File: config.mk
export PLATFORM = sky130hd
export DESIGN_NAME = line_position_centroid_unit_flat
export DESIGN_NICKNAME = d
export VERILOG_FILES = /design/src/hdl/lpc_pkg.sv /design/src/hdl/lpc_in_if.sv /design/src/hdl/lpc_out_if.sv /design/src/hdl/lpc_lane.sv /design/src/hdl/lpc_merge.sv /design/src/hdl/lpc_div.sv /design/src/hdl/line_position_centroid_unit.sv /design/src/flat_wrapper.sv
export SDC_FILE = /design/constraint.sdc
export NUM_CORES = 2
export LEC_CHECK = 0
export BUFFER_PORTS_ARGS = -buffer_cell sky130_fd_sc_hd__buf_2
export CORE_UTILIZATION = 55
export CTS_BUF_LIST = sky130_fd_sc_hd__clkbuf_2
export DETAILED_ROUTE_END_ITERATION = 12
export PLACE_DENSITY = 0.77
export SYNTH_ARGS = -nofsm -noshare
export SYNTH_HDL_FRONTEND = slang
export SYNTH_HIERARCHICAL = 1
export SYNTH_SLANG_ARGS = --single-unit
File: constraint.sdc
create_clock -name clk_i -period 7 [get_ports clk_i]
set_clock_uncertainty 0.2 [all_clocks]
set_input_delay 0.35 -clock clk_i [delete_from_list [all_inputs] [get_ports clk_i]]
set_output_delay 0.35 -clock clk_i [all_outputs]
set_load 0.005 [all_outputs]
File: src/hdl/lpc_pkg.sv
// Package for the line position centroid unit.
// Holds the sensor weights, field widths, register indexes and shared types.
// No dependencies.
package lpc_pkg;

  localparam int unsigned NUM_LANES   = 6;
  localparam int unsigned SAMPLE_W    = 12;
  localparam int unsigned COUNT_W     = 3;
  localparam int unsigned POS_W       = 13;
  localparam int unsigned QUOT_W      = 12;  // |position| <= 2500 < 2**12
  localparam int unsigned WEIGHT_W    = 12;  // weight magnitudes fit in 12 bits
  localparam int unsigned CFG_INDEX_W = 1;
  localparam int unsigned CFG_DATA_W  = 12;

  localparam int unsigned ADC_FULL_SCALE_DEFAULT = 4095;
  localparam logic [SAMPLE_W-1:0] THRESH_RESET = 12'd2000;

  // Sensor weights as magnitude and sign, leftmost sensor first.
  localparam int unsigned WEIGHT_MAG [NUM_LANES] = '{2500, 1500, 500, 500, 1500, 2500};
  localparam logic [NUM_LANES-1:0] WEIGHT_NEG = 6'b000111;

  typedef enum logic [CFG_INDEX_W-1:0] {
    CFG_LINE_THRESHOLD = 1'b0,
    CFG_LINE_READS_LOW = 1'b1
  } cfg_index_e;

  typedef struct packed {
    logic [NUM_LANES-1:0] mask;
    logic [COUNT_W-1:0]   count;
  } lpc_status_t;

  // Width of one strength value for a given full-scale level.
  function automatic int unsigned str_width(input int unsigned full_scale);
    int unsigned top_val;
    top_val = (full_scale > 4095) ? full_scale : 4095;
    return $clog2(top_val + 1);
  endfunction

endpackage

File: src/hdl/lpc_in_if.sv
// Request channel of the line position centroid unit: one frame of six readings.
// Depends on lpc_pkg.
interface lpc_in_if;
  import lpc_pkg::*;

  logic                valid;
  logic                ready;
  logic [SAMPLE_W-1:0] sample_0;
  logic [SAMPLE_W-1:0] sample_1;
  logic [SAMPLE_W-1:0] sample_2;
  logic [SAMPLE_W-1:0] sample_3;
  logic [SAMPLE_W-1:0] sample_4;
  logic [SAMPLE_W-1:0] sample_5;

  modport source (output valid, sample_0, sample_1, sample_2, sample_3, sample_4,
                  sample_5, input ready);
  modport sink (input valid, sample_0, sample_1, sample_2, sample_3, sample_4,
                sample_5, output ready);
endinterface

File: src/hdl/lpc_out_if.sv
// Result channel of the line position centroid unit.
// Depends on lpc_pkg.
interface lpc_out_if;
  import lpc_pkg::*;

  logic                      valid;
  logic                      ready;
  logic [NUM_LANES-1:0]      sensor_mask;
  logic [COUNT_W-1:0]        sensor_hits;
  logic signed [POS_W-1:0]   position;
  logic                      position_valid;

  modport source (output valid, sensor_mask, sensor_hits, position, position_valid,
                  input ready);
  modport sink (input valid, sensor_mask, sensor_hits, position, position_valid,
                output ready);
endinterface

File: src/hdl/lpc_lane.sv
// One sensor lane: threshold compare, strength and weighted product, registered.
// Depends on lpc_pkg.
module lpc_lane #(
  parameter int unsigned AdcFullScale = lpc_pkg::ADC_FULL_SCALE_DEFAULT,
  parameter int unsigned WeightMag    = 500,
  localparam int unsigned StrW        = lpc_pkg::str_width(AdcFullScale),
  localparam int unsigned ProdW       = StrW + lpc_pkg::WEIGHT_W
) (
  input  logic                          clk_i,
  input  logic                          en_i,
  input  logic [lpc_pkg::SAMPLE_W-1:0]  sample_i,
  input  logic [lpc_pkg::SAMPLE_W-1:0]  threshold_i,
  input  logic                          reads_low_i,
  output logic                          on_line_o,
  output logic [StrW-1:0]               strength_o,
  output logic [ProdW-1:0]              prod_o
);
  import lpc_pkg::*;

  localparam logic [StrW-1:0] FullScale = StrW'(AdcFullScale);

  logic             on_line_d, on_line_q;
  logic [StrW-1:0]  raw_ext;
  logic [StrW-1:0]  strength_d, strength_q;
  logic [ProdW-1:0] prod_d, prod_q;

  assign raw_ext = StrW'(sample_i);

  always_comb begin
    if (reads_low_i) begin
      on_line_d  = (sample_i <= threshold_i);
      // Readings at or above full scale give no strength.
      strength_d = (raw_ext >= FullScale) ? '0 : FullScale - raw_ext;
    end else begin
      on_line_d  = (sample_i >= threshold_i);
      strength_d = raw_ext;
    end
    prod_d = ProdW'(strength_d) * ProdW'(WeightMag);
  end

  always_ff @(posedge clk_i) begin
    if (en_i) begin
      on_line_q  <= on_line_d;
      strength_q <= strength_d;
      prod_q     <= prod_d;
    end
  end

  assign on_line_o  = on_line_q;
  assign strength_o = strength_q;
  assign prod_o     = prod_q;

endmodule

File: src/hdl/lpc_merge.sv
// Merging stage: combines the lane results into mask, count, total strength
// and the sign and magnitude of the weighted sum. Two pipeline stages.
// Depends on lpc_pkg.
module lpc_merge #(
  parameter int unsigned AdcFullScale = lpc_pkg::ADC_FULL_SCALE_DEFAULT,
  localparam int unsigned StrW        = lpc_pkg::str_width(AdcFullScale),
  localparam int unsigned ProdW       = StrW + lpc_pkg::WEIGHT_W,
  localparam int unsigned TotW        = StrW + 3,
  localparam int unsigned MagW        = TotW + lpc_pkg::QUOT_W
) (
  input  logic                  clk_i,
  input  logic                  rst_ni,
  input  logic                  valid_i,
  output logic                  ready_o,
  input  logic                  on_line_i  [lpc_pkg::NUM_LANES],
  input  logic [StrW-1:0]       strength_i [lpc_pkg::NUM_LANES],
  input  logic [ProdW-1:0]      prod_i     [lpc_pkg::NUM_LANES],
  output logic                  valid_o,
  input  logic                  ready_i,
  output lpc_pkg::lpc_status_t  status_o,
  output logic                  neg_o,
  output logic                  zero_o,
  output logic [MagW-1:0]       mag_o,
  output logic [TotW-1:0]       total_o
);
  import lpc_pkg::*;

  logic              va_q, vb_q;
  logic              rdy_a, rdy_b;
  lpc_status_t       status_a_d, status_a_q, status_b_q;
  logic [TotW-1:0]   total_a_d, total_a_q, total_b_q;
  logic [MagW-1:0]   psum_d, psum_q, nsum_d, nsum_q;
  logic [MagW-1:0]   mag_d, mag_q;
  logic              neg_d, neg_q, zero_q;

  assign rdy_b   = !vb_q || ready_i;
  assign rdy_a   = !va_q || rdy_b;
  assign ready_o = rdy_a;

  always_comb begin
    status_a_d = '0;
    total_a_d  = '0;
    psum_d     = '0;
    nsum_d     = '0;
    for (int i = 0; i < NUM_LANES; i++) begin
      status_a_d.mask[i] = on_line_i[i];
      status_a_d.count   = status_a_d.count + COUNT_W'(on_line_i[i]);
      total_a_d          = total_a_d + TotW'(strength_i[i]);
      if (WEIGHT_NEG[i]) begin
        nsum_d = nsum_d + MagW'(prod_i[i]);
      end else begin
        psum_d = psum_d + MagW'(prod_i[i]);
      end
    end
  end

  always_comb begin
    neg_d = (nsum_q > psum_q);
    mag_d = neg_d ? nsum_q - psum_q : psum_q - nsum_q;
  end

  always_ff @(posedge clk_i or negedge rst_ni) begin
    if (!rst_ni) begin
      va_q <= 1'b0;
      vb_q <= 1'b0;
    end else begin
      if (rdy_a) va_q <= valid_i;
      if (rdy_b) vb_q <= va_q;
    end
  end

  always_ff @(posedge clk_i) begin
    if (rdy_a && valid_i) begin
      status_a_q <= status_a_d;
      total_a_q  <= total_a_d;
      psum_q     <= psum_d;
      nsum_q     <= nsum_d;
    end
    if (rdy_b && va_q) begin
      status_b_q <= status_a_q;
      total_b_q  <= total_a_q;
      zero_q     <= (total_a_q == '0);
      neg_q      <= neg_d;
      mag_q      <= mag_d;
    end
  end

  assign valid_o  = vb_q;
  assign status_o = status_b_q;
  assign neg_o    = neg_q;
  assign zero_o   = zero_q;
  assign mag_o    = mag_q;
  assign total_o  = total_b_q;

endmodule

File: src/hdl/lpc_div.sv
// Pipelined restoring divider, one quotient bit per stage, followed by the
// output register that applies the sign and the zero-strength case.
// Depends on lpc_pkg.
module lpc_div #(
  parameter int unsigned AdcFullScale = lpc_pkg::ADC_FULL_SCALE_DEFAULT,
  localparam int unsigned StrW        = lpc_pkg::str_width(AdcFullScale),
  localparam int unsigned TotW        = StrW + 3,
  localparam int unsigned MagW        = TotW + lpc_pkg::QUOT_W
) (
  input  logic                            clk_i,
  input  logic                            rst_ni,
  input  logic                            valid_i,
  output logic                            ready_o,
  input  lpc_pkg::lpc_status_t            status_i,
  input  logic                            neg_i,
  input  logic                            zero_i,
  input  logic [MagW-1:0]                 mag_i,
  input  logic [TotW-1:0]                 total_i,
  output logic                            valid_o,
  input  logic                            ready_i,
  output lpc_pkg::lpc_status_t            status_o,
  output logic signed [lpc_pkg::POS_W-1:0] position_o,
  output logic                            position_valid_o
);
  import lpc_pkg::*;

  localparam int unsigned NStg = QUOT_W;

  logic              v_q      [NStg];
  logic              rdy      [NStg+1];
  logic [MagW-1:0]   rem_q    [NStg];
  logic [QUOT_W-1:0] quot_q   [NStg];
  logic [TotW-1:0]   dvs_q    [NStg];
  logic              neg_q    [NStg];
  logic              zero_q   [NStg];
  lpc_status_t       status_q [NStg];

  logic                    ov_q;
  lpc_status_t             ostatus_q;
  logic signed [POS_W-1:0] opos_q;
  logic                    opos_valid_q;
  logic [POS_W-1:0]        qext;

  assign rdy[NStg] = !ov_q || ready_i;
  assign ready_o   = rdy[0];

  for (genvar s = 0; s < NStg; s++) begin : g_stage
    localparam int unsigned K = NStg - 1 - s;

    logic              vin;
    logic [MagW-1:0]   rin;
    logic [QUOT_W-1:0] qin;
    logic [TotW-1:0]   din;
    logic              nin, zin;
    lpc_status_t       sin;
    logic [MagW:0]     dsh;
    logic [MagW:0]     diff;
    logic              take;
    logic [MagW-1:0]   rem_d;
    logic [QUOT_W-1:0] quot_d;

    if (s == 0) begin : g_first
      assign vin = valid_i;
      assign rin = mag_i;
      assign qin = '0;
      assign din = total_i;
      assign nin = neg_i;
      assign zin = zero_i;
      assign sin = status_i;
    end else begin : g_next
      assign vin = v_q[s-1];
      assign rin = rem_q[s-1];
      assign qin = quot_q[s-1];
      assign din = dvs_q[s-1];
      assign nin = neg_q[s-1];
      assign zin = zero_q[s-1];
      assign sin = status_q[s-1];
    end

    assign rdy[s] = !v_q[s] || rdy[s+1];

    always_comb begin
      dsh       = (MagW + 1)'(din) << K;
      diff      = {1'b0, rin} - dsh;
      take      = !diff[MagW];
      rem_d     = take ? diff[MagW-1:0] : rin;
      quot_d    = qin;
      quot_d[K] = take;
    end

    always_ff @(posedge clk_i or negedge rst_ni) begin
      if (!rst_ni) begin
        v_q[s] <= 1'b0;
      end else if (rdy[s]) begin
        v_q[s] <= vin;
      end
    end

    always_ff @(posedge clk_i) begin
      if (rdy[s] && vin) begin
        rem_q[s]    <= rem_d;
        quot_q[s]   <= quot_d;
        dvs_q[s]    <= din;
        neg_q[s]    <= nin;
        zero_q[s]   <= zin;
        status_q[s] <= sin;
      end
    end
  end

  assign qext = POS_W'(quot_q[NStg-1]);

  always_ff @(posedge clk_i or negedge rst_ni) begin
    if (!rst_ni) begin
      ov_q <= 1'b0;
    end else if (rdy[NStg]) begin
      ov_q <= v_q[NStg-1];
    end
  end

  always_ff @(posedge clk_i) begin
    if (rdy[NStg] && v_q[NStg-1]) begin
      ostatus_q    <= status_q[NStg-1];
      opos_valid_q <= !zero_q[NStg-1];
      // A zero total strength reports position 0.
      if (zero_q[NStg-1]) begin
        opos_q <= '0;
      end else if (neg_q[NStg-1]) begin
        opos_q <= -$signed(qext);
      end else begin
        opos_q <= $signed(qext);
      end
    end
  end

  assign valid_o          = ov_q;
  assign status_o         = ostatus_q;
  assign position_o       = opos_q;
  assign position_valid_o = opos_valid_q;

endmodule

File: src/hdl/line_position_centroid_unit.sv
// Line position centroid unit: six lanes, a merging stage and a divider pipeline.
// Pipeline: 1 lane stage, 2 merge stages, 12 divider stages and 1 output register
// lie between request acceptance and result valid.
// Throughput: one request per cycle; every stage has its own valid and stalls
// only when full and blocked downstream. Reset empties the pipeline and loads
// threshold 2000 and line_reads_low 1. Depends on lpc_pkg, lpc_in_if, lpc_out_if.
module line_position_centroid_unit #(
  parameter int unsigned AdcFullScale = lpc_pkg::ADC_FULL_SCALE_DEFAULT
) (
  input  logic                             clk_i,
  input  logic                             rst_ni,
  input  logic                             cfg_we_i,
  input  logic [lpc_pkg::CFG_INDEX_W-1:0]  cfg_index_i,
  input  logic [lpc_pkg::CFG_DATA_W-1:0]   cfg_data_i,
  lpc_in_if.sink                           req_i,
  lpc_out_if.source                        rsp_o
);
  import lpc_pkg::*;

  localparam int unsigned StrW  = str_width(AdcFullScale);
  localparam int unsigned ProdW = StrW + WEIGHT_W;
  localparam int unsigned TotW  = StrW + 3;
  localparam int unsigned MagW  = TotW + QUOT_W;

  logic [SAMPLE_W-1:0] thr_q;
  logic                reads_low_q;

  logic                lane_v_q;
  logic                lane_rdy;
  logic                lane_en;
  logic                merge_rdy;
  logic [SAMPLE_W-1:0] samples [NUM_LANES];
  logic                on_line  [NUM_LANES];
  logic [StrW-1:0]     strength [NUM_LANES];
  logic [ProdW-1:0]    prod     [NUM_LANES];

  logic                m_valid, div_rdy;
  lpc_status_t         m_status, o_status;
  logic                m_neg, m_zero;
  logic [MagW-1:0]     m_mag;
  logic [TotW-1:0]     m_total;

  always_ff @(posedge clk_i or negedge rst_ni) begin
    if (!rst_ni) begin
      thr_q       <= THRESH_RESET;
      reads_low_q <= 1'b1;
    end else if (cfg_we_i) begin
      unique case (cfg_index_e'(cfg_index_i))
        CFG_LINE_THRESHOLD: thr_q       <= cfg_data_i[SAMPLE_W-1:0];
        CFG_LINE_READS_LOW: reads_low_q <= cfg_data_i[0];
        default: ;
      endcase
    end
  end

  assign samples[0] = req_i.sample_0;
  assign samples[1] = req_i.sample_1;
  assign samples[2] = req_i.sample_2;
  assign samples[3] = req_i.sample_3;
  assign samples[4] = req_i.sample_4;
  assign samples[5] = req_i.sample_5;

  assign lane_rdy    = !lane_v_q || merge_rdy;
  assign lane_en     = req_i.valid && lane_rdy;
  assign req_i.ready = lane_rdy;

  always_ff @(posedge clk_i or negedge rst_ni) begin
    if (!rst_ni) begin
      lane_v_q <= 1'b0;
    end else if (lane_rdy) begin
      lane_v_q <= req_i.valid;
    end
  end

  for (genvar i = 0; i < NUM_LANES; i++) begin : g_lane
    lpc_lane #(
      .AdcFullScale (AdcFullScale),
      .WeightMag    (WEIGHT_MAG[i])
    ) u_lane (
      .clk_i       (clk_i),
      .en_i        (lane_en),
      .sample_i    (samples[i]),
      .threshold_i (thr_q),
      .reads_low_i (reads_low_q),
      .on_line_o   (on_line[i]),
      .strength_o  (strength[i]),
      .prod_o      (prod[i])
    );
  end

  lpc_merge #(
    .AdcFullScale (AdcFullScale)
  ) u_merge (
    .clk_i      (clk_i),
    .rst_ni     (rst_ni),
    .valid_i    (lane_v_q),
    .ready_o    (merge_rdy),
    .on_line_i  (on_line),
    .strength_i (strength),
    .prod_i     (prod),
    .valid_o    (m_valid),
    .ready_i    (div_rdy),
    .status_o   (m_status),
    .neg_o      (m_neg),
    .zero_o     (m_zero),
    .mag_o      (m_mag),
    .total_o    (m_total)
  );

  lpc_div #(
    .AdcFullScale (AdcFullScale)
  ) u_div (
    .clk_i            (clk_i),
    .rst_ni           (rst_ni),
    .valid_i          (m_valid),
    .ready_o          (div_rdy),
    .status_i         (m_status),
    .neg_i            (m_neg),
    .zero_i           (m_zero),
    .mag_i            (m_mag),
    .total_i          (m_total),
    .valid_o          (rsp_o.valid),
    .ready_i          (rsp_o.ready),
    .status_o         (o_status),
    .position_o       (rsp_o.position),
    .position_valid_o (rsp_o.position_valid)
  );

  assign rsp_o.sensor_mask = o_status.mask;
  assign rsp_o.sensor_hits = o_status.count;

endmodule
File: src/flat_wrapper.sv
// flat-port wrapper written by rule: the top's interface ports become plain ports
module line_position_centroid_unit_flat import lpc_pkg::*;
#(
  parameter int unsigned AdcFullScale = lpc_pkg::ADC_FULL_SCALE_DEFAULT
)
  (clk_i, rst_ni, cfg_we_i, cfg_index_i, cfg_data_i, req_i_valid, req_i_sample_0, req_i_sample_1, req_i_sample_2, req_i_sample_3, req_i_sample_4, req_i_sample_5, req_i_ready, rsp_o_valid, rsp_o_sensor_mask, rsp_o_sensor_hits, rsp_o_position, rsp_o_position_valid, rsp_o_ready);
  lpc_in_if req_i_i ();
  lpc_out_if rsp_o_i ();
  input  logic clk_i;
  input  logic rst_ni;
  input  logic cfg_we_i;
  input  logic [lpc_pkg::CFG_INDEX_W-1:0] cfg_index_i;
  input  logic [lpc_pkg::CFG_DATA_W-1:0] cfg_data_i;
  input wire logic [$bits(req_i_i.valid)-1:0] req_i_valid;
  input wire logic [$bits(req_i_i.sample_0)-1:0] req_i_sample_0;
  input wire logic [$bits(req_i_i.sample_1)-1:0] req_i_sample_1;
  input wire logic [$bits(req_i_i.sample_2)-1:0] req_i_sample_2;
  input wire logic [$bits(req_i_i.sample_3)-1:0] req_i_sample_3;
  input wire logic [$bits(req_i_i.sample_4)-1:0] req_i_sample_4;
  input wire logic [$bits(req_i_i.sample_5)-1:0] req_i_sample_5;
  output wire logic [$bits(req_i_i.ready)-1:0] req_i_ready;
  output wire logic [$bits(rsp_o_i.valid)-1:0] rsp_o_valid;
  output wire logic [$bits(rsp_o_i.sensor_mask)-1:0] rsp_o_sensor_mask;
  output wire logic [$bits(rsp_o_i.sensor_hits)-1:0] rsp_o_sensor_hits;
  output wire logic [$bits(rsp_o_i.position)-1:0] rsp_o_position;
  output wire logic [$bits(rsp_o_i.position_valid)-1:0] rsp_o_position_valid;
  input wire logic [$bits(rsp_o_i.ready)-1:0] rsp_o_ready;
  assign req_i_i.valid = req_i_valid;
  assign req_i_i.sample_0 = req_i_sample_0;
  assign req_i_i.sample_1 = req_i_sample_1;
  assign req_i_i.sample_2 = req_i_sample_2;
  assign req_i_i.sample_3 = req_i_sample_3;
  assign req_i_i.sample_4 = req_i_sample_4;
  assign req_i_i.sample_5 = req_i_sample_5;
  assign req_i_ready = req_i_i.ready;
  assign rsp_o_valid = rsp_o_i.valid;
  assign rsp_o_sensor_mask = rsp_o_i.sensor_mask;
  assign rsp_o_sensor_hits = rsp_o_i.sensor_hits;
  assign rsp_o_position = rsp_o_i.position;
  assign rsp_o_position_valid = rsp_o_i.position_valid;
  assign rsp_o_i.ready = rsp_o_ready;
  line_position_centroid_unit #(.AdcFullScale(AdcFullScale)) u_core (.clk_i(clk_i), .rst_ni(rst_ni), .cfg_we_i(cfg_we_i), .cfg_index_i(cfg_index_i), .cfg_data_i(cfg_data_i), .req_i(req_i_i), .rsp_o(rsp_o_i));
endmodule
# ---- After elaboration in Yosys (flattened, before gate mapping)
# Memories as Yosys holds them, arrays and structs flattened. A register that Yosys moved wholly into a read port is not among the register bits.
# Index checks and enable logic that the tools add are counted.
dict set report word_totals {
  reg_bits 376
  ramBits 780
  input_bits 90
  output_inout_bits 25
  wordCells 239
  memories 6
}
dict set report op_classes {
  addsub 35
  multipliers 6
  n_lt_le_gt_ge 19
  mux 56
  n_bitwise 2
  n_reduce_logical 65
}
# memory depth width rd rd_clocked_by_memory_dff write_ports line_no
set mem_list {}
lappend mem_list {u_core.u_div.rem_q 12 27 11 0 12 lpc_div.sv:31} ;# logic [MagW-1:0] rem_q [NStg];
lappend mem_list {u_core.u_div.dvs_q 12 15 11 0 12 lpc_div.sv:33} ;# logic [TotW-1:0] dvs_q [NStg];
lappend mem_list {u_core.u_div.quot_q 12 12 12 0 12 lpc_div.sv:32} ;# logic [QUOT_W-1:0] quot_q [NStg];
lappend mem_list {u_core.u_div.status_q 12 9 12 1 12 lpc_div.sv:36} ;# lpc_status_t status_q [NStg];
lappend mem_list {u_core.u_div.neg_q 12 1 12 0 12 lpc_div.sv:34} ;# logic neg_q [NStg];
lappend mem_list {u_core.u_div.zero_q 12 1 12 0 12 lpc_div.sv:35} ;# logic zero_q [NStg];
# cell count
set ops {}
lappend ops {{$mux 27} 13}
lappend ops {{$mux 12} 13}
lappend ops {{$ge 12x12->1} 6}
lappend ops {{$ge 12x12->1 const B} 6}
lappend ops {{$le 12x12->1} 6}
lappend ops {{$sub 12x12->12 const A} 6}
lappend ops {{$sub 27x27->27} 2}
lappend ops {{$mul 12x10->22 const B} 2}
lappend ops {{$mul 12x9->21 const B} 2}
lappend ops {{$mul 12x7->19 const B} 2}
lappend ops {{$add 15x12->15} 2}
lappend ops {{$mux 1} 30}
lappend ops {{$logic_not 1->1} 29}
lappend ops {{$sub 27x15->28} 1}
lappend ops {{$sub 27x16->28} 1}
lappend ops {{$sub 27x17->28} 1}
lappend ops {{$sub 27x18->28} 1}
lappend ops {{$sub 27x19->28} 1}
lappend ops {{$sub 27x20->28} 1}
lappend ops {{$sub 27x21->28} 1}
lappend ops {{$sub 27x22->28} 1}
lappend ops {{$sub 27x23->28} 1}
lappend ops {{$sub 27x24->28} 1}
lappend ops {{$sub 27x25->28} 1}
lappend ops {{other kinds (19)} 53}

# ---- Logic depth before layout (Yosys ltp)
dict set report depth {
  depth_word 18
  mapped_depth 22
  depth_no_buf 21
}

# ---- Cells and area by module
# The synthesis kept the hierarchy.
# mod n_inst cells_each area_each_um2 seq_area_each_um2
set by_module_without_submodules {}
lappend by_module_without_submodules {lpc_div 1 2588 33508.4 21195.3}
lappend by_module_without_submodules {lpc_merge 1 1123 11907.7 3923.8}
lappend by_module_without_submodules {{lpc_lane (u_core.g_lane[2].u_lane ...)} 2 336 3548.4 900.9}
lappend by_module_without_submodules {{lpc_lane (u_core.g_lane[1].u_lane)} 1 409 4217.8 991.0}
lappend by_module_without_submodules {{lpc_lane (u_core.g_lane[4].u_lane)} 1 406 4167.7 991.0}
lappend by_module_without_submodules {{lpc_lane (u_core.g_lane[5].u_lane)} 1 326 3404.5 930.9}
lappend by_module_without_submodules {{lpc_lane (u_core.g_lane[0].u_lane)} 1 295 3259.4 930.9}
lappend by_module_without_submodules {line_position_centroid_unit 1 33 599.3 359.1}

# ---- Worst setup path after synthesis
# No wires, ideal clock.
dict set report synth_path {
  path_type {reg2reg}
  from {register u_core.u_div.ov_q (netlist: u_core/u_div/valid_o)}
  to {register u_core.g_lane[0].u_lane.on_line_q (enable)}
  setup_ns 0.572
  arrival_ns 5.500
  t_required_ns 6.228
  slack_ns 0.729
  path_stages_with_launch 9
  path_buffers 0
  synth_period_minus_slack_ns 6.271
  path_cell_list {dfrtp_1 nand4b_1 nor2_1 nand2_1 nor2_1 nand4_1 nand3b_1 nand2b_1 and2_1}
}
dict set report synth_via {
  elab_chain_len 18
}
# item line_no
set synth_lines {}
lappend synth_lines {{start, declared} lpc_div.sv:38} ;# logic ov_q;
lappend synth_lines {{start signal, assigned} lpc_div.sv:117} ;# ov_q <= v_q[NStg-1];
lappend synth_lines {{$logic_not 1->1} lpc_div.sv:44} ;# assign rdy[NStg] = !ov_q || ready_i;
lappend synth_lines {{$logic_or 1x1->1} lpc_div.sv:44}
lappend synth_lines {{$logic_or 1x1->1 (12 in series)} lpc_div.sv:80} ;# assign rdy[s] = !v_q[s] || rdy[s+1];
lappend synth_lines {{named net u_core.div_rdy} line_position_centroid_unit.sv:37} ;# logic m_valid, div_rdy;
lappend synth_lines {{$logic_or 1x1->1} lpc_merge.sv:36} ;# assign rdy_b = !vb_q || ready_i;
lappend synth_lines {{$logic_or 1x1->1} lpc_merge.sv:37} ;# assign rdy_a = !va_q || rdy_b;
lappend synth_lines {{named net u_core.merge_rdy} line_position_centroid_unit.sv:31} ;# logic merge_rdy;
lappend synth_lines {{$logic_or 1x1->1} line_position_centroid_unit.sv:63} ;# assign lane_rdy = !lane_v_q || merge_rdy;
lappend synth_lines {{named net req_i_ready} flat_wrapper.sv:21} ;# output wire logic [$bits(req_i_i.ready)-1:0] req_i_ready;
lappend synth_lines {{$logic_and 1x1->1} line_position_centroid_unit.sv:64} ;# assign lane_en = req_i.valid && lane_rdy;
lappend synth_lines {{named net u_core.lane_en} line_position_centroid_unit.sv:30} ;# logic lane_en;
lappend synth_lines {{end signal, assigned} lpc_lane.sv:43} ;# on_line_q <= on_line_d;
lappend synth_lines {{end, declared} lpc_lane.sv:22} ;# logic on_line_d, on_line_q;
# The timed path passes the listed nets, and every way through them passes these cells.
# A chain may end at the register's enable or synchronous reset.

# ---- Worst setup path in the final report
dict set report layout_path {
  from {input port req_i_sample_3[9]}
  to {register u_core.g_lane[3].u_lane.prod_q[20], data pin}
}
dict set report layout_via {
  elab_chain_len 4
  word_cells_on_any_way 5
  cone_classes {add/sub: 1; mul: 1; order compare: 1; mux: 2}
}
# item line_no
set layout_lines {}
lappend layout_lines {{start, declared} flat_wrapper.sv:18} ;# input wire logic [$bits(req_i_i.sample_3)-1:0] req_i_sample_3;
lappend layout_lines {{$ge 12x12->1} lpc_lane.sv:33} ;# strength_d = (raw_ext >= FullScale) ? '0 : FullScale - raw_ext;
lappend layout_lines {{$mux 12} lpc_lane.sv:33}
lappend layout_lines {{$mux 12} lpc_lane.sv:30} ;# if (reads_low_i) begin
lappend layout_lines {{named net u_core.g_lane[3].u_lane.strength_d[8]} lpc_lane.sv:24} ;# logic [StrW-1:0] strength_d, strength_q;
lappend layout_lines {{$mul 12x7->19} lpc_lane.sv:38} ;# prod_d = ProdW'(strength_d) * ProdW'(WeightMag);
lappend layout_lines {{named net u_core.g_lane[3].u_lane.prod_d[20]} lpc_lane.sv:25} ;# logic [ProdW-1:0] prod_d, prod_q;
lappend layout_lines {{end signal, assigned} lpc_lane.sv:45} ;# prod_q <= prod_d;
lappend layout_lines {{end, declared} lpc_lane.sv:25}
# The timed path passes the listed nets, and every way through them passes these cells.

==> impl_metrics.env <==
export IMPL_cts_tree="done"
export IMPL_synthToLayoutAreaGrowth_pct=10.13
export IMPL_setup_slack_ns=0.2569
export IMPL_status="completed"
export IMPL_gp_congestion=0.9239
export IMPL_period_minus_slack_ns=6.743
export IMPL_syn_area_sq_um=68160
export IMPL_start_util_pct=55.71
export IMPL_drtAntennaViolNets=0
export IMPL_critPathMaxStageDelay_ns=0.63
export IMPL_drc=0
export IMPL_worst_path_max_delay_cell="dlygate4sd3_1"
export IMPL_clock_path_buffers=4
export IMPL_arrival_ns=7.82
export IMPL_hold_class="reg -> reg"
export IMPL_relSlewSlack_pct=22.83
export IMPL_root_buffer="clkbuf_2"
export IMPL_final_common_cell="edfxtp_1"
export IMPL_syn_inst=5852
export IMPL_min_from="u_core/u_merge/status_a_q[0]"
export IMPL_synth_seq_area_share_pct=45.66
export IMPL_hpwl_um=110500
export IMPL_h_tree_depth=5
export IMPL_die_h_um=354.0
export IMPL_setup_viol=0
export IMPL_worst_pin_slew_ns=1.158
export IMPL_grt_pass1_wl_um=239700
export IMPL_nets=7511
export IMPL_synthFlopType="edfxtp_1"
export IMPL_clock_sinks=1041
export IMPL_ios=115
export IMPL_antenna_found_initial=4
export IMPL_drive_gt1_share_pct=10.61
export IMPL_ys_async_sr_fraction_pct=2.786
export IMPL_grt_pass1_vias=47840
export IMPL_cpMostUsedCell="dlygate4sd3_1"
export IMPL_grt_start_max_net_pins=172
export IMPL_wire_per_inst_um=18.20
export IMPL_synth_seq_cells=1041
export IMPL_via_per_inst=5.567
export IMPL_grt_use_total_pct=24.04
export IMPL_fin_crit_sh_pct=96.33
export IMPL_die_w_um=354.0
export IMPL_layout_common_cells="edfxtp_1, inv_1, ha_1"
export IMPL_end_kind="flop"
export IMPL_max_cap_viol_count=0
export IMPL_ys_warn_count=6
export IMPL_synth_edf_count=1012
export IMPL_crit_type="in -> reg"
export IMPL_rsz0062_at_grt="no"
export IMPL_dr_first_iter_drc_count=3090
export IMPL_ff2ff_path_depth=17
export IMPL_holdPathEnd="u_core/u_merge/status_o[0]"
export IMPL_fp_dieArea_sq_um=125300
export IMPL_setup_tns_final_ns=0
export IMPL_cts_resized=0
export IMPL_totalWireLength_um=149400
export IMPL_path_cells="dlygate4sd3_1 -> buf_2 -> dlygate4sd3_1 -> ha_1 -> nand4_1 -> dlygate4sd3_1 -> o31ai_4 -> nor2_1 -> a21oi_1 -> dlygate4sd3_1 -> inv_1 -> fa_1 -> inv_1 -> fa_1 -> fa_1 -> inv_1 -> ha_1 -> ha_1 -> a21oi_1 -> nor2_1 -> o31ai_1 -> a31oi_1 -> xnor2_1 -> dlygate4sd3_1"
export IMPL_grt_overflow=0
export IMPL_cp_required_ns=8.07
export IMPL_r2r_end="u_core/g_lane[3].u_lane/prod_o[20]"
export IMPL_firstDrtPassIters=8
export IMPL_filler_cell_count=9434
export IMPL_syn_avg_cell_area_sq_um=11.65
export IMPL_cp_max_fo=8
export IMPL_via_count=45690
export IMPL_reg2reg_from="u_core/reads_low_q"
export IMPL_placementRows=128
export IMPL_drv_slew=0
export IMPL_numCtsBuffers=280
export IMPL_cp_top_family="buffers and inverters"
export IMPL_reg2reg_setup_slack_ns=0.30
export IMPL_cp_start_kind="primary input"
export IMPL_synth_cell_types=123
export IMPL_clk_latency_ns=1.55
export IMPL_fmax_mhz=148.3
export IMPL_clkTransAtPathRegs_ns=0.11
export IMPL_finalHoldViolations=0
export IMPL_core_area_sq_um=122400
export IMPL_portBuffers=114
export IMPL_hold_path_cell_count=0
export IMPL_dp_slack_ns=0.8224
export IMPL_path_buf_inv=9
==> worst max path at each step <==
stage	from	to	slack, ns	cells past startpoint
6_report	req_i_sample_3[9]	u_core/g_lane[3].u_lane/prod_o[20]	0.26	24
5_1_grt	u_core/reads_low_q	u_core/g_lane[3].u_lane/prod_o[20]	0.12	18
4_1_cts	u_core/reads_low_q	u_core/g_lane[3].u_lane/prod_o[20]	0.39	18
3_5_place_dp	u_core/reads_low_q	u_core/g_lane[2].u_lane/prod_o[17]	0.82	16
3_3_place_gp	u_core/reads_low_q	u_core/g_lane[2].u_lane/prod_o[17]	1.01	16
2_1_floorplan	u_core/u_div/valid_o	u_core/g_lane[0].u_lane/on_line_o	0.73	8
==> sequential cells by signal, indices dropped and copies added, names as in the netlist, 11 cells and up <==
register and flops:
u_core/u_merge/nsum_q 26, u_core/u_div/status_q 108, u_core/u_div/zero_q 12, u_core/g_lane.u_lane/strength_o 72, u_core/u_div/quot_q 78, u_core/u_div/dvs_q 165, u_core/u_div/position_o 13, u_core/u_div/g_stage.vin 11
u_core/u_merge/total_a_q 15, u_core/u_merge/total_o 15, u_core/g_lane.u_lane/prod_o 110, u_core/u_div/neg_q 12, u_core/thr_q 12, u_core/u_merge/mag_o 27, u_core/u_merge/psum_q 26, u_core/u_div/rem_q 297
==> final cells by class <==
type	count	area, sq um	area share [%]
clock inverter	55	295.3	0.3933
inverter	965	3625	4.828
multi-input combinational	3743	32830	43.73
clock buffer	387	1937	2.580
timing repair buffer	381	3201	4.263
antenna	10	25.02	0.03333
tap	1625	2033	2.708
sequential	1041	31130	41.46
==> routing by layer <==
layer  share of wire (%)  up-vias  GRT usage, %
met3                 4.9      494         4.077
li1                    -    21840             -
met5                   0        -             0
met2                  52     1492         44.00
met1                  37    21870         25.93
met4                 5.7        0         14.23
==> cell families (layout without fill, tap and decap cells) <==
logic type      after synthesis  count (layout)  share of synthesized area, %
compound gates             1169            1169                         11.43
xor+xnor                    368             368                         4.729
fa+ha+maj                  1009            1009                         22.11
buf+inv                    1082            1788                         6.349
flops                      1041            1041                         45.66
mux                          98              98                         1.615
other cells                   6              30                       0.03304
simple gates               1079            1079                         8.068
==> through the flow <==
| step | hold WS (ns) | instances | utilization (%) | cell area (sq um) |
|---|---|---|---|---|
| finish | 0.1125 | 8207 | 61.35 | 75070 |
| global route | 0.09747 | 8205 | 61.35 | 75060 |
| CTS | 0.0003093 | 8196 | 61.32 | 75020 |
| detailed placement | 0.2045 | 7523 | 57.59 | 70470 |
| global placement | 0.2003 | 7523 | 57.59 | 70470 |
| floorplan | -0.1456 | 5866 | - | 68210 |
==> synth_stat cells (15+ instances only) <==
cell         n  area, sq um
nor2_1     275         1032
xor2_1     161         1410
buf_4       43        322.8
clkbuf_1    44        165.2
a21oi_1    361         1807
o211ai_1    32        240.2
o21a_1      64        480.5
a21o_1     135         1013
and3_1      35        219.0
buf_2       17        85.08
o21bai_1    36        270.3
o31a_1      19        166.4
mux2_1      44        495.5
xnor2_1    207         1813
mux2i_1     32        320.3
edfxtp_1  1012        30390
or4_1       15        112.6
inv_1      960         3603
dfrtp_1     22        550.5
a31oi_1     38        237.7
or3_1       23        143.9
o21ai_0    157        785.8
o21ai_1     67        335.3
o31ai_1     32        240.2
nor2b_1     55        344.1
nand3_1     76        380.4
ha_1       683         8546
and2_1      34        212.7
nand2_1    235        882.1
nor3_1      81        405.4
nand4_1     53        331.6
nand2b_1    69        431.7
nor4_1      40        250.2
fa_1       326         6526
a211oi_1    37        277.8
==> worst register-to-register path, stage by stage, from the launching register on <==
cell and delay, ns:
dfstp_4 0.96, buf_12 0.27, o31ai_4 0.13, dlygate4sd3_1 0.61
mux2i_1 0.74, ha_1 0.38, inv_1 0.09, fa_1 0.45
fa_1 0.54, inv_1 0.05, ha_1 0.31, ha_1 0.49
nand2_1 0.15, nor3_1 0.20, o31ai_1 0.11, a31oi_1 0.21
xnor2_1 0.07, dlygate4sd3_1 0.54
==> what timing repair did <==
action	CTS	global route
endpoints found under the setup margin	0	1
hold endpoints to repair	765	0
hold buffers	231	0
setup buffers	0	1
Power is not shown: default switching activity piles up to over one toggle a cycle in this logic, so the estimate is an artifact.
